==> src/rtl/dsd_pkg.sv <==
// ----------------------------------------------------------------------------
// dsd_pkg
// types and constants of the dle byte-stuffing deframer
// ----------------------------------------------------------------------------
package dsd_pkg;

    localparam int COUNT_WIDTH_DEF = 16;

    localparam logic [7:0] START_CODE_DEF  = 8'h01;
    localparam logic [7:0] END_CODE_DEF    = 8'h04;
    localparam logic [7:0] ESCAPE_CODE_DEF = 8'h10;
    localparam logic [15:0] CAPACITY_DEF = 16'hFFFF;

    localparam int ADDR_WIDTH = 4;

    typedef enum logic [1:0] {
        REG_START    = 2'd0,
        REG_END      = 2'd1,
        REG_ESCAPE   = 2'd2,
        REG_CAPACITY = 2'd3
    } reg_idx_t;

    typedef enum logic [1:0] {
        PH_AWAIT = 2'd0,
        PH_FRAME = 2'd1,
        PH_DROP  = 2'd2
    } phase_t;

    typedef enum logic [1:0] {
        KIND_PAYLOAD = 2'd0,
        KIND_DONE    = 2'd1,
        KIND_FORMAT  = 2'd2,
        KIND_OFLOW   = 2'd3
    } kind_t;

    typedef struct packed {
        logic [7:0]  start_code;
        logic [7:0]  end_code;
        logic [7:0]  escape_code;
        logic [15:0] payload_capacity;
    } cfg_t;

    typedef struct packed {
        kind_t       kind;
        logic [7:0]  payload_byte;
        logic [15:0] byte_count;
    } res_t;

endpackage

==> src/rtl/dsd_apb_regs.sv <==
// ----------------------------------------------------------------------------
// dsd_apb_regs
// apb register file holding the frame codes and the payload capacity
// ----------------------------------------------------------------------------
module dsd_apb_regs (
    input  logic                            clk,
    input  logic                            rst_n,
    input  logic                            psel,
    input  logic                            penable,
    input  logic                            pwrite,
    input  logic [dsd_pkg::ADDR_WIDTH-1:0]  paddr,
    input  logic [31:0]                     pwdata,
    output logic [31:0]                     prdata,
    output logic                            pready,
    output dsd_pkg::cfg_t                   cfg
);

    dsd_pkg::cfg_t    cfg_reg;
    dsd_pkg::cfg_t    cfg_next;
    dsd_pkg::reg_idx_t idx;
    logic             wr_en;

    assign pready = 1'b1;
    assign wr_en  = psel && penable && pwrite && pready;
    assign idx    = dsd_pkg::reg_idx_t'(paddr[3:2]);

    always_comb
    begin
        cfg_next = cfg_reg;
        if (wr_en)
        begin
            case (idx)
                dsd_pkg::REG_START:    cfg_next.start_code       = pwdata[7:0];
                dsd_pkg::REG_END:      cfg_next.end_code         = pwdata[7:0];
                dsd_pkg::REG_ESCAPE:   cfg_next.escape_code      = pwdata[7:0];
                dsd_pkg::REG_CAPACITY: cfg_next.payload_capacity = pwdata[15:0];
                default:               cfg_next = cfg_reg;
            endcase
        end
    end

    always_ff @(posedge clk or negedge rst_n)
    begin
        if (!rst_n)
        begin
            cfg_reg.start_code       <= dsd_pkg::START_CODE_DEF;
            cfg_reg.end_code         <= dsd_pkg::END_CODE_DEF;
            cfg_reg.escape_code      <= dsd_pkg::ESCAPE_CODE_DEF;
            cfg_reg.payload_capacity <= dsd_pkg::CAPACITY_DEF;
        end
        else
        begin
            cfg_reg <= cfg_next;
        end
    end

    always_comb
    begin
        case (idx)
            dsd_pkg::REG_START:    prdata = {24'd0, cfg_reg.start_code};
            dsd_pkg::REG_END:      prdata = {24'd0, cfg_reg.end_code};
            dsd_pkg::REG_ESCAPE:   prdata = {24'd0, cfg_reg.escape_code};
            dsd_pkg::REG_CAPACITY: prdata = {16'd0, cfg_reg.payload_capacity};
            default:               prdata = 32'd0;
        endcase
    end

    assign cfg = cfg_reg;

endmodule

==> src/rtl/dsd_decoder.sv <==
// ----------------------------------------------------------------------------
// dsd_decoder
// deframing state and the per-byte decision for one registered input byte
// ----------------------------------------------------------------------------
module dsd_decoder #(
    parameter int COUNT_WIDTH = dsd_pkg::COUNT_WIDTH_DEF
) (
    input  logic          clk,
    input  logic          rst_n,
    input  logic          step,
    input  logic [7:0]    in_byte,
    input  logic          last,
    input  dsd_pkg::cfg_t cfg,
    output logic          has_result,
    output dsd_pkg::res_t res
);

    localparam int CMP_W = (COUNT_WIDTH > 16) ? COUNT_WIDTH : 16;

    dsd_pkg::phase_t        phase_reg;
    dsd_pkg::phase_t        phase_next;
    logic                   esc_reg;
    logic                   esc_next;
    logic [COUNT_WIDTH-1:0] cnt_reg;
    logic [COUNT_WIDTH-1:0] cnt_next;
    logic [COUNT_WIDTH-1:0] cnt_inc;
    logic                   over_cap;
    logic                   count_full;

    assign cnt_inc    = cnt_reg + {{(COUNT_WIDTH-1){1'b0}}, 1'b1};
    assign over_cap   = CMP_W'(cnt_reg) >= CMP_W'(cfg.payload_capacity);
    assign count_full = &cnt_reg;

    always_comb
    begin
        phase_next       = phase_reg;
        esc_next         = esc_reg;
        cnt_next         = cnt_reg;
        has_result       = 1'b0;
        res.kind         = dsd_pkg::KIND_PAYLOAD;
        res.payload_byte = 8'd0;
        res.byte_count   = 16'(cnt_reg);
        case (phase_reg)
            dsd_pkg::PH_AWAIT:
            begin
                cnt_next       = '0;
                esc_next       = 1'b0;
                res.byte_count = 16'd0;
                if (in_byte != cfg.start_code || last)
                begin
                    has_result = 1'b1;
                    res.kind   = dsd_pkg::KIND_FORMAT;
                    phase_next = last ? dsd_pkg::PH_AWAIT : dsd_pkg::PH_DROP;
                end
                else
                begin
                    phase_next = dsd_pkg::PH_FRAME;
                end
            end
            dsd_pkg::PH_FRAME:
            begin
                if (!esc_reg && in_byte == cfg.escape_code)
                begin
                    if (last)
                    begin
                        has_result = 1'b1;
                        res.kind   = dsd_pkg::KIND_FORMAT;
                        phase_next = dsd_pkg::PH_AWAIT;
                        esc_next   = 1'b0;
                    end
                    else
                    begin
                        esc_next = 1'b1;
                    end
                end
                else if (!esc_reg && in_byte == cfg.end_code)
                begin
                    has_result = 1'b1;
                    res.kind   = dsd_pkg::KIND_DONE;
                    phase_next = last ? dsd_pkg::PH_AWAIT : dsd_pkg::PH_DROP;
                    esc_next   = 1'b0;
                end
                else
                begin
                    esc_next   = 1'b0;
                    has_result = 1'b1;
                    if (over_cap || count_full)
                    begin
                        res.kind   = dsd_pkg::KIND_OFLOW;
                        phase_next = last ? dsd_pkg::PH_AWAIT : dsd_pkg::PH_DROP;
                    end
                    else if (last)
                    begin
                        res.kind   = dsd_pkg::KIND_FORMAT;
                        phase_next = dsd_pkg::PH_AWAIT;
                    end
                    else
                    begin
                        cnt_next         = cnt_inc;
                        res.kind         = dsd_pkg::KIND_PAYLOAD;
                        res.payload_byte = in_byte;
                        res.byte_count   = 16'(cnt_inc);
                    end
                end
            end
            default:
            begin
                esc_next = 1'b0;
                if (last)
                begin
                    phase_next = dsd_pkg::PH_AWAIT;
                end
            end
        endcase
    end

    always_ff @(posedge clk or negedge rst_n)
    begin
        if (!rst_n)
        begin
            phase_reg <= dsd_pkg::PH_AWAIT;
            esc_reg   <= 1'b0;
            cnt_reg   <= '0;
        end
        else if (step)
        begin
            phase_reg <= phase_next;
            esc_reg   <= esc_next;
            cnt_reg   <= cnt_next;
        end
    end

endmodule

==> src/rtl/dsd_out_reg.sv <==
// ----------------------------------------------------------------------------
// dsd_out_reg
// result register on the output channel
// ----------------------------------------------------------------------------
module dsd_out_reg (
    input  logic          clk,
    input  logic          rst_n,
    input  logic          load,
    input  dsd_pkg::res_t res,
    input  logic          out_stall,
    output logic          free,
    output logic          out_valid,
    output logic [1:0]    result_kind,
    output logic [7:0]    payload_byte,
    output logic [15:0]   byte_count
);

    logic          valid_reg;
    logic          valid_next;
    dsd_pkg::res_t res_reg;

    assign free       = !valid_reg || !out_stall;
    assign valid_next = load || (valid_reg && out_stall);

    always_ff @(posedge clk or negedge rst_n)
    begin
        if (!rst_n)
        begin
            valid_reg <= 1'b0;
        end
        else
        begin
            valid_reg <= valid_next;
        end
    end

    always_ff @(posedge clk)
    begin
        if (load)
        begin
            res_reg <= res;
        end
    end

    assign out_valid    = valid_reg;
    assign result_kind  = res_reg.kind;
    assign payload_byte = res_reg.payload_byte;
    assign byte_count   = res_reg.byte_count;

endmodule

==> src/rtl/dle_stuffing_deframer.sv <==
// ----------------------------------------------------------------------------
// dle_stuffing_deframer - dle byte-stuffing deframer
// path: a byte is held in the input register, decoded, then its result is held in the output register
// throughput: one byte per cycle unless a result meets a stalled output, set by the single decode step between regs
// reset: control cleared, codes back to soh/eot/dle, capacity 65535
// ----------------------------------------------------------------------------
module dle_stuffing_deframer #(
    parameter int COUNT_WIDTH = dsd_pkg::COUNT_WIDTH_DEF
) (
    input  logic                           clk,
    input  logic                           rst_n,
    input  logic                           in_valid,
    output logic                           in_stall,
    input  logic [7:0]                     in_byte,
    input  logic                           last_of_buffer,
    output logic                           out_valid,
    input  logic                           out_stall,
    output logic [1:0]                     result_kind,
    output logic [7:0]                     payload_byte,
    output logic [15:0]                    byte_count,
    input  logic                           psel,
    input  logic                           penable,
    input  logic                           pwrite,
    input  logic [dsd_pkg::ADDR_WIDTH-1:0] paddr,
    input  logic [31:0]                    pwdata,
    output logic [31:0]                    prdata,
    output logic                           pready
);

    dsd_pkg::cfg_t cfg;
    dsd_pkg::res_t res;
    logic          full_reg;
    logic          full_next;
    logic [7:0]    byte_reg;
    logic          last_reg;
    logic          accept;
    logic          move;
    logic          has_result;
    logic          out_free;

    // the input register drains when its result has room or it makes none
    assign move     = full_reg && (!has_result || out_free);
    assign in_stall = full_reg && !move;
    assign accept   = in_valid && !in_stall;
    assign full_next = accept || (full_reg && !move);

    always_ff @(posedge clk or negedge rst_n)
    begin
        if (!rst_n)
        begin
            full_reg <= 1'b0;
        end
        else
        begin
            full_reg <= full_next;
        end
    end

    always_ff @(posedge clk)
    begin
        if (accept)
        begin
            byte_reg <= in_byte;
            last_reg <= last_of_buffer;
        end
    end

    dsd_apb_regs u_regs (
        .clk     (clk),
        .rst_n   (rst_n),
        .psel    (psel),
        .penable (penable),
        .pwrite  (pwrite),
        .paddr   (paddr),
        .pwdata  (pwdata),
        .prdata  (prdata),
        .pready  (pready),
        .cfg     (cfg)
    );

    dsd_decoder #(
        .COUNT_WIDTH (COUNT_WIDTH)
    ) u_dec (
        .clk        (clk),
        .rst_n      (rst_n),
        .step       (move),
        .in_byte    (byte_reg),
        .last       (last_reg),
        .cfg        (cfg),
        .has_result (has_result),
        .res        (res)
    );

    dsd_out_reg u_out (
        .clk          (clk),
        .rst_n        (rst_n),
        .load         (move && has_result),
        .res          (res),
        .out_stall    (out_stall),
        .free         (out_free),
        .out_valid    (out_valid),
        .result_kind  (result_kind),
        .payload_byte (payload_byte),
        .byte_count   (byte_count)
    );

endmodule

==> config.mk <==
export PLATFORM = sky130hd
export DESIGN_NAME = dle_stuffing_deframer
export DESIGN_NICKNAME = d
export VERILOG_FILES = /design/src/rtl/dsd_pkg.sv /design/src/rtl/dsd_apb_regs.sv /design/src/rtl/dsd_decoder.sv /design/src/rtl/dsd_out_reg.sv /design/src/rtl/dle_stuffing_deframer.sv
export SDC_FILE = /design/constraint.sdc
export NUM_CORES = 1
export LEC_CHECK = 0
export ABC_CLOCK_PERIOD_IN_PS = 5000
export BUFFER_PORTS_ARGS = -buffer_cell sky130_fd_sc_hd__buf_2
export CAP_MARGIN = 40
export CORE_MARGIN = 2
export CORE_UTILIZATION = 50
export CTS_CLUSTER_SIZE = 10
export DETAILED_ROUTE_END_ITERATION = 8
export PLACE_DENSITY = 0.74
export SLEW_MARGIN = 20
export SYNTH_ARGS = -nofsm -noshare
export SYNTH_HDL_FRONTEND = slang
export SYNTH_SLANG_ARGS = --single-unit
==> constraint.sdc <==
create_clock -name clk -period 5 [get_ports clk]
set_clock_uncertainty 0.05 [all_clocks]
set_input_delay 1.5 -clock clk [delete_from_list [all_inputs] [get_ports clk]]
set_output_delay 1.5 -clock clk [all_outputs]
set_load 0.02 [all_outputs]
==> results of run 1 <==
## synth_stat cells, types with 4 or more instances
cell type / count
a211oi_1: 5
nor3_1: 4
clkbuf_1: 20
a21oi_1: 12
o31ai_1: 20
buf_4: 18
dfstp_2: 19
dfrtp_1: 42
inv_1: 25
nand2_1: 50
xnor2_1: 26
nor2_1: 42
nor4_1: 4
ha_1: 17
mux2_2: 25
o311ai_0: 7
nand3_1: 21
mux4_2: 8
or4_1: 4
edfxtp_1: 35
o31ai_2: 9
o21ai_0: 23
nand4_1: 7
and3_1: 14
o211ai_1: 7
nand3b_1: 6
## power breakdown
| part | internal (uW) | switching [uW] | leakage (uW) | total, uW |
|---|---|---|---|---|
| logic | 260 | 438 | 0.00136 | 698 |
| registers | 1020 | 142 | 0.00108 | 1160 |
| clock network | 234 | 277 | 0.000101 | 512 |
| total | 1510 | 858 | 0.00255 | 2370 |
## area by class of cell
type / count / area [sq um]
Multi-Input combinational cell: 357 / 2530
Clock inverter: 6 / 67.6
Tap cell: 140 / 175
Sequential cell: 96 / 2600
Fill cell: 922 / 4660
Timing Repair Buffer: 85 / 445
Inverter: 25 / 93.8
Clock buffer: 10 / 128
## per-layer routing
layer | GRT usage (%) | share of wire (%) | vias up | wire (um)
li1 | - | - | 1937 | -
met1 | 28.8 | 42 | 1930 | 5160
met2 | 35.8 | 49 | 156 | 5990
met3 | 4.64 | 5.8 | 28 | 705
met4 | 10.2 | 2.8 | 0 | 342
met5 | 0 | 0 | - | 0
## cell usage in the layout, fill, tap and decap left out, drive strengths merged, types with 7 or more instances in the layout
| cell type | n |
|---|---|
| ha | 17 |
| nand4 | 8 |
| nand2 | 50 |
| xnor2 | 26 |
| inv | 27 |
| o21ai | 23 |
| clkbuf | 10 |
| o211ai | 8 |
| o311ai | 7 |
| edfxtp | 35 |
| o31ai | 29 |
| nand3 | 22 |
| conb | 17 |
| dfrtp | 42 |
| buf | 85 |
| nor2 | 42 |
| and3 | 15 |
| mux4 | 8 |
| dfstp | 19 |
| mux2 | 25 |
| a21oi | 12 |
## logic make-up after synthesis
logic type	count (synthesis)
AO/OA/AOI/OAI	94
XOR/XNOR	27
adder cells (fa/ha/maj)	17
buffers and inverters	68
flip-flops	96
multiplexers	33
other	2
AND/OR/NAND/NOR	169
## how the worst min path moves through the flow
stage	end	slack [ps]	cells after the start
after floorplan	u_dec.esc_reg	410	2
after detailed placement	u_dec.esc_reg	450	2
final	u_dec.esc_reg	470	2
after CTS	u_dec.esc_reg	470	2
after global routing	u_regs.cfg[6]	510	2
after global placement	u_dec.esc_reg	440	2
## metrics by stage
| stage | cell area [sq um] | cells | hold WS, ps |
|---|---|---|---|
| 2_1_floorplan | 5480 | 521 | 413 |
| 3_3_place_gp | 5850 | 703 | 443 |
| 3_5_place_dp | 5850 | 703 | 453 |
| 4_1_cts | 6040 | 719 | 472 |
| 5_1_grt | 6040 | 719 | 508 |
| 6_report | 6040 | 719 | 469 |
## critical path: stages
cell and delay (ps):
buf_2 300, mux4_2 570, buf_2 180
==> flow_summary_export.csv, run 1 <==
group,metric,value,unit
die,die-area,11700,sq um
yosys,synth_flop_cell,"dfrtp_1",
sta,drv_slew,0,
routing,first_pass_iters,5,
sta,rsz0062_at_grt,"false",
place,dp_slack,885,ps
layout,syn2layout_area_growth,11.5,%
yosys,synth_compound_gate_area_share,12.9,%
clock_network,insertion_delay,380,ps
yosys,synth_top_cells_by_area,"dfrtp_1 (19%), edfxtp_1 (19%), dfstp_2 (9.2%)",
clock_network,cts.path.max_buffers,2,
yosys,synth-seq-area-share,48.0,%
run_status,status,"completed",
setup_path,cp_max_fo,12,
place,io_buffers,77,
clock_network,cts-htree-levels,3,
layout,layout-drive-gt1-share,29.9,%
clock_network,postCtsHoldBufs,0,
sta,setup_slack,899,ps
global_route,grt_max_degree,37,
setup_path,rrSetupSlack,1720,ps
routing,route.detailed.drc,0,
yosys,synth_warnings,0,
worst_hold_path,hold_path.class,"flip-flop to flip-flop",
flow_run,maxCapViolations,0,
clock_network,root_buffer,"clkbuf_8",
yosys,yosys.area_share.simple,15.8,%
power,p_per_area,392,nW/um^2
yosys,syn_avg_cell_area,10.7,sq um
yosys,syn_area,5420,sq um
yosys,synth_cells,506,
power,p_leak,0.00255,uW
sta,finalHoldViolCount,0,
setup_path,rr_worst_depth,9,
routing,num_vias,4051,
clock_network,cts_setup_buffers,0,
global_route,grt-ovfl-total,0,
clock_network,cts-resized-gates,0,
yosys,async_flop_share,63.5,%
die,start_util,50.7,%
yosys,synth_top_area_share,19.4,%
sta,relSlewSlack,44.5,%
yosys,synth_xor_area_share,4.36,%
yosys,synth-seq-cells,96,
global_route,grt_usage,22.2,%
die,coreArea,10700,sq um
power,power,2370,uW
clock_network,tritoncts,"done",
layout,n_antenna_cell,0,
yosys,yosysTopAreaCell,"dfrtp_1",
clock_network,cts_made_buffers,9,
sta,post-route-period-util,82.0,%
layout,largest_reg_flops,40,
routing,ant_nets,0,
setup_path,cp-start-kind,"input pin",
routing,wl_per_cell,17.0,um
layout,finalNetCount,643,
setup_path,end_kind,"output port",
yosys,synth_top_family_by_area,"simple AND/OR/NAND/NOR gates",
global_route,grt_pass1_vias,4002,
setup_path,cp.required,3450,ps
clock_network,clk_pin_slew,100,ps
yosys,synth_adder_area_share,3.93,%
layout,fin_util,56.5,%
sta,tightestPinTransition,829,ps
setup_path,timing.rr.end,"u_out.byte_count[15]",
sta,min_period,4100,ps
routing,viasPerCell,5.63,
global_route,grt_pass1_wl,19800,um
setup_path,timing.rr.start,"u_regs.cfg[2]",
routing,drt_iter0_markers,238,
yosys,ys_types,54,
sta,max_freq,0.244,GHz
sta,setup_viol_count_final,0,
die,die_h,108,um
place,routabilityCongestion,0.855,
yosys,synth_edf_count,35,
routing,wl,12200,um
die,placementRows,38,
clock_network,cts_sinks,96,
setup_path,worstSetupEndpoint,"prdata[0]",
die,die_w,108,um
power,peakVddDrop,0.192,mV
die,num_io_pins,113,
yosys,synthMuxAreaShare,8.52,%
global_route,antenna_found_initial,0,
setup_path,timing.critical_path.arrival,2550,ps
place,post-dp-hpwl,8980,um
setup_path,crit_type,"input pin to output port",
setup_path,worstSetupStartpoint,"paddr[2]",
sta,tns,0,ps
worst_hold_path,hp-start,"u_dec.esc_reg",
(Power assumes the default switching activity.)
==> run 2: changes to the inputs <==
- ABC_CLOCK_PERIOD_IN_PS: 5000 -> 4000
- clock period: 5 -> 4 ns (I/O delays scaled with it)
==> run 2 against run 1 <==
Global-route usage rose by 0.25 points. Wire length grew 0.52%. Worst setup slack lost 580 ps. Clock power rose by 22%. Via count grew 1.8%. Worst hold slack worse by 2.6 ps. First-iteration DRC count up 22%. Register-to-register slack worse by 930 ps. Sequential share of layout area is 0.23 points lower. Die area is the same. Non-clock buffer count is 2 higher. Count of clock-buffer cells in the layout rose by 2. Critical endpoint is now in_stall. Largest power group unchanged.
==> flow_summary_export.csv, run 2 (synthesis gave the netlist of run 1 again) <==
group,metric,value,unit
run_status,status,"completed",
sta,min_period,3680,ps
routing,route.detailed.drc,0,
clock_network,cts.path.max_buffers,2,
clock_network,cts-htree-levels,3,
routing,viasPerCell,5.72,
worst_hold_path,min_to,"u_out.out_valid",
routing,met2_length,6120,um
place,routabilityCongestion,0.858,
clock_network,clk_pin_slew,90,ps
flow_run,maxCapViolations,0,
setup_path,worstPathCellList,"xnor2_1 -> nand4_1 -> or4b_1 -> o21bai_1 -> a211oi_1 -> buf_2",
clock_network,cts_sinks,96,
layout,stdcell_area,6070,sq um
place,io_buffers,77,
clock_network,cts_setup_buffers,0,
die,die_w,108,um
place,placed_cell_area,5850,sq um
sta,drv_slew,0,
setup_path,slowest_stage,"or4b_1",
power,p_per_area,485,nW/um^2
sta,rsz0062_at_grt,"false",
die,die-area,11700,sq um
worst_hold_path,hold_depth,1,
sta,setup_slack,316,ps
routing,ant_nets,0,
clock_network,cts_made_buffers,9,
sta,max_freq,0.271,GHz
place,post-dp-hpwl,8960,um
setup_path,crit_type,"flip-flop to output port",
routing,wl_per_cell,17.0,um
layout,layout_common_cells,"buf_2 (77), nand2_1 (50), nor2_1 (42), dfrtp_1 (42), edfxtp_1 (35)",
sta,setup_viol_count_final,0,
setup_path,rrSetupSlack,790,ps
layout,nFillCells,961,
routing,drt_iter0_markers,290,
clock_network,root_buffer,"clkbuf_8",
clock_network,insertion_delay,370,ps
setup_path,cp_max_fo,8,
sta,tns,0,ps
layout,finalNetCount,645,
place,dp_slack,486,ps
layout,layout-drive-gt1-share,30.1,%
layout,largest_reg_flops,40,
layout,n_antenna_cell,0,
routing,wl,12300,um
setup_path,cp.required,2750,ps
setup_path,timing.critical_path.arrival,2430,ps
setup_path,timing.rr.end,"u_out.byte_count[15]",
layout,syn2layout_area_growth,12.1,%
die,num_io_pins,113,
die,coreArea,10700,sq um
clock_network,postCtsHoldBufs,0,
global_route,antenna_found_initial,0,
setup_path,cpPeakStageDelay,700,ps
sta,relSlewSlack,45.6,%
layout,instances_no_fill,721,
global_route,grt_pass1_vias,4066,
die,die_h,108,um
setup_path,path_buf_inv,1,
setup_path,timing.rr.start,"u_regs.cfg[5]",
die,placementRows,38,
power,p_leak,0.00256,uW
routing,first_pass_iters,5,
setup_path,rr_worst_depth,9,
global_route,grt-ovfl-total,0,
global_route,grt_max_degree,62,
clock_network,cts-resized-gates,0,
sta,post-route-period-util,92.1,%
routing,num_vias,4122,
sta,tightestPinTransition,813,ps
layout,mostFrequentLayoutCell,"buf_2",
power,peakVddDrop,0.256,mV
worst_hold_path,hold_path.class,"flip-flop to flip-flop",
clock_network,tritoncts,"done",
routing,wl_met1,5130,um
setup_path,worstSetupStartpoint,"byte_reg[1]",
die,start_util,50.7,%
routing,top_layer_used,"met4",
routing,met3WireLength,721,um
setup_path,cp_top_family,"simple AND/OR/NAND/NOR gates",
setup_path,end_kind,"output port",
sta,finalHoldViolCount,0,
place,dp.cells,704,
global_route,grt_pass1_wl,20200,um
global_route,grt_usage,22.5,%
worst_hold_path,hp-start,"u_out.out_valid",
setup_path,cp-start-kind,"flip-flop",
==> run 2: area by class of cell <==
| class | instances | area [sq um] | share of cell area (%) |
|---|---|---|---|
| multi-input combinational | 357 | 2530 | 41.7 |
| clock buffer | 12 | 166 | 2.74 |
| inverter | 25 | 93.8 | 1.54 |
| clock inverter | 4 | 26.3 | 0.433 |
| sequential | 96 | 2600 | 42.8 |
| tap | 140 | 175 | 2.88 |
| timing repair buffer | 87 | 480 | 7.91 |
==> run 2: worst max path at each step <==
stage | end | depth (start not counted) | slack (ps)
final | in_stall | 6 | 320
after global routing | in_stall | 6 | 160
after CTS | in_stall | 6 | 290
after detailed placement | prdata[0] | 3 | 490
after global placement | prdata[0] | 3 | 480
after floorplan | prdata[0] | 2 | 450
==> run 2: where the power goes <==
part	switching (uW)	internal [uW]
combinational	567	333
clock	343	280
sequential	152	1270
total	1060	1880
==> run 2: per-stage QoR <==
step | utilization [%] | hold slack (ps) | power, uW
floorplan | - | 413 | 2060
global route | 56.8 | 491 | 3120
CTS | 56.5 | 472 | 2960
detailed placement | 54.7 | 459 | 2340
global placement | 54.7 | 438 | 2310
finish | 56.8 | 466 | 2950
==> run 2: per-layer routing <==
metal / global-route usage, % / vias up
met1: 28.7 / 1979
met4: 8.24 / 0
met2: 38.4 / 167
li1: - / 1946
met5: 0 / -
met3: 3.92 / 30
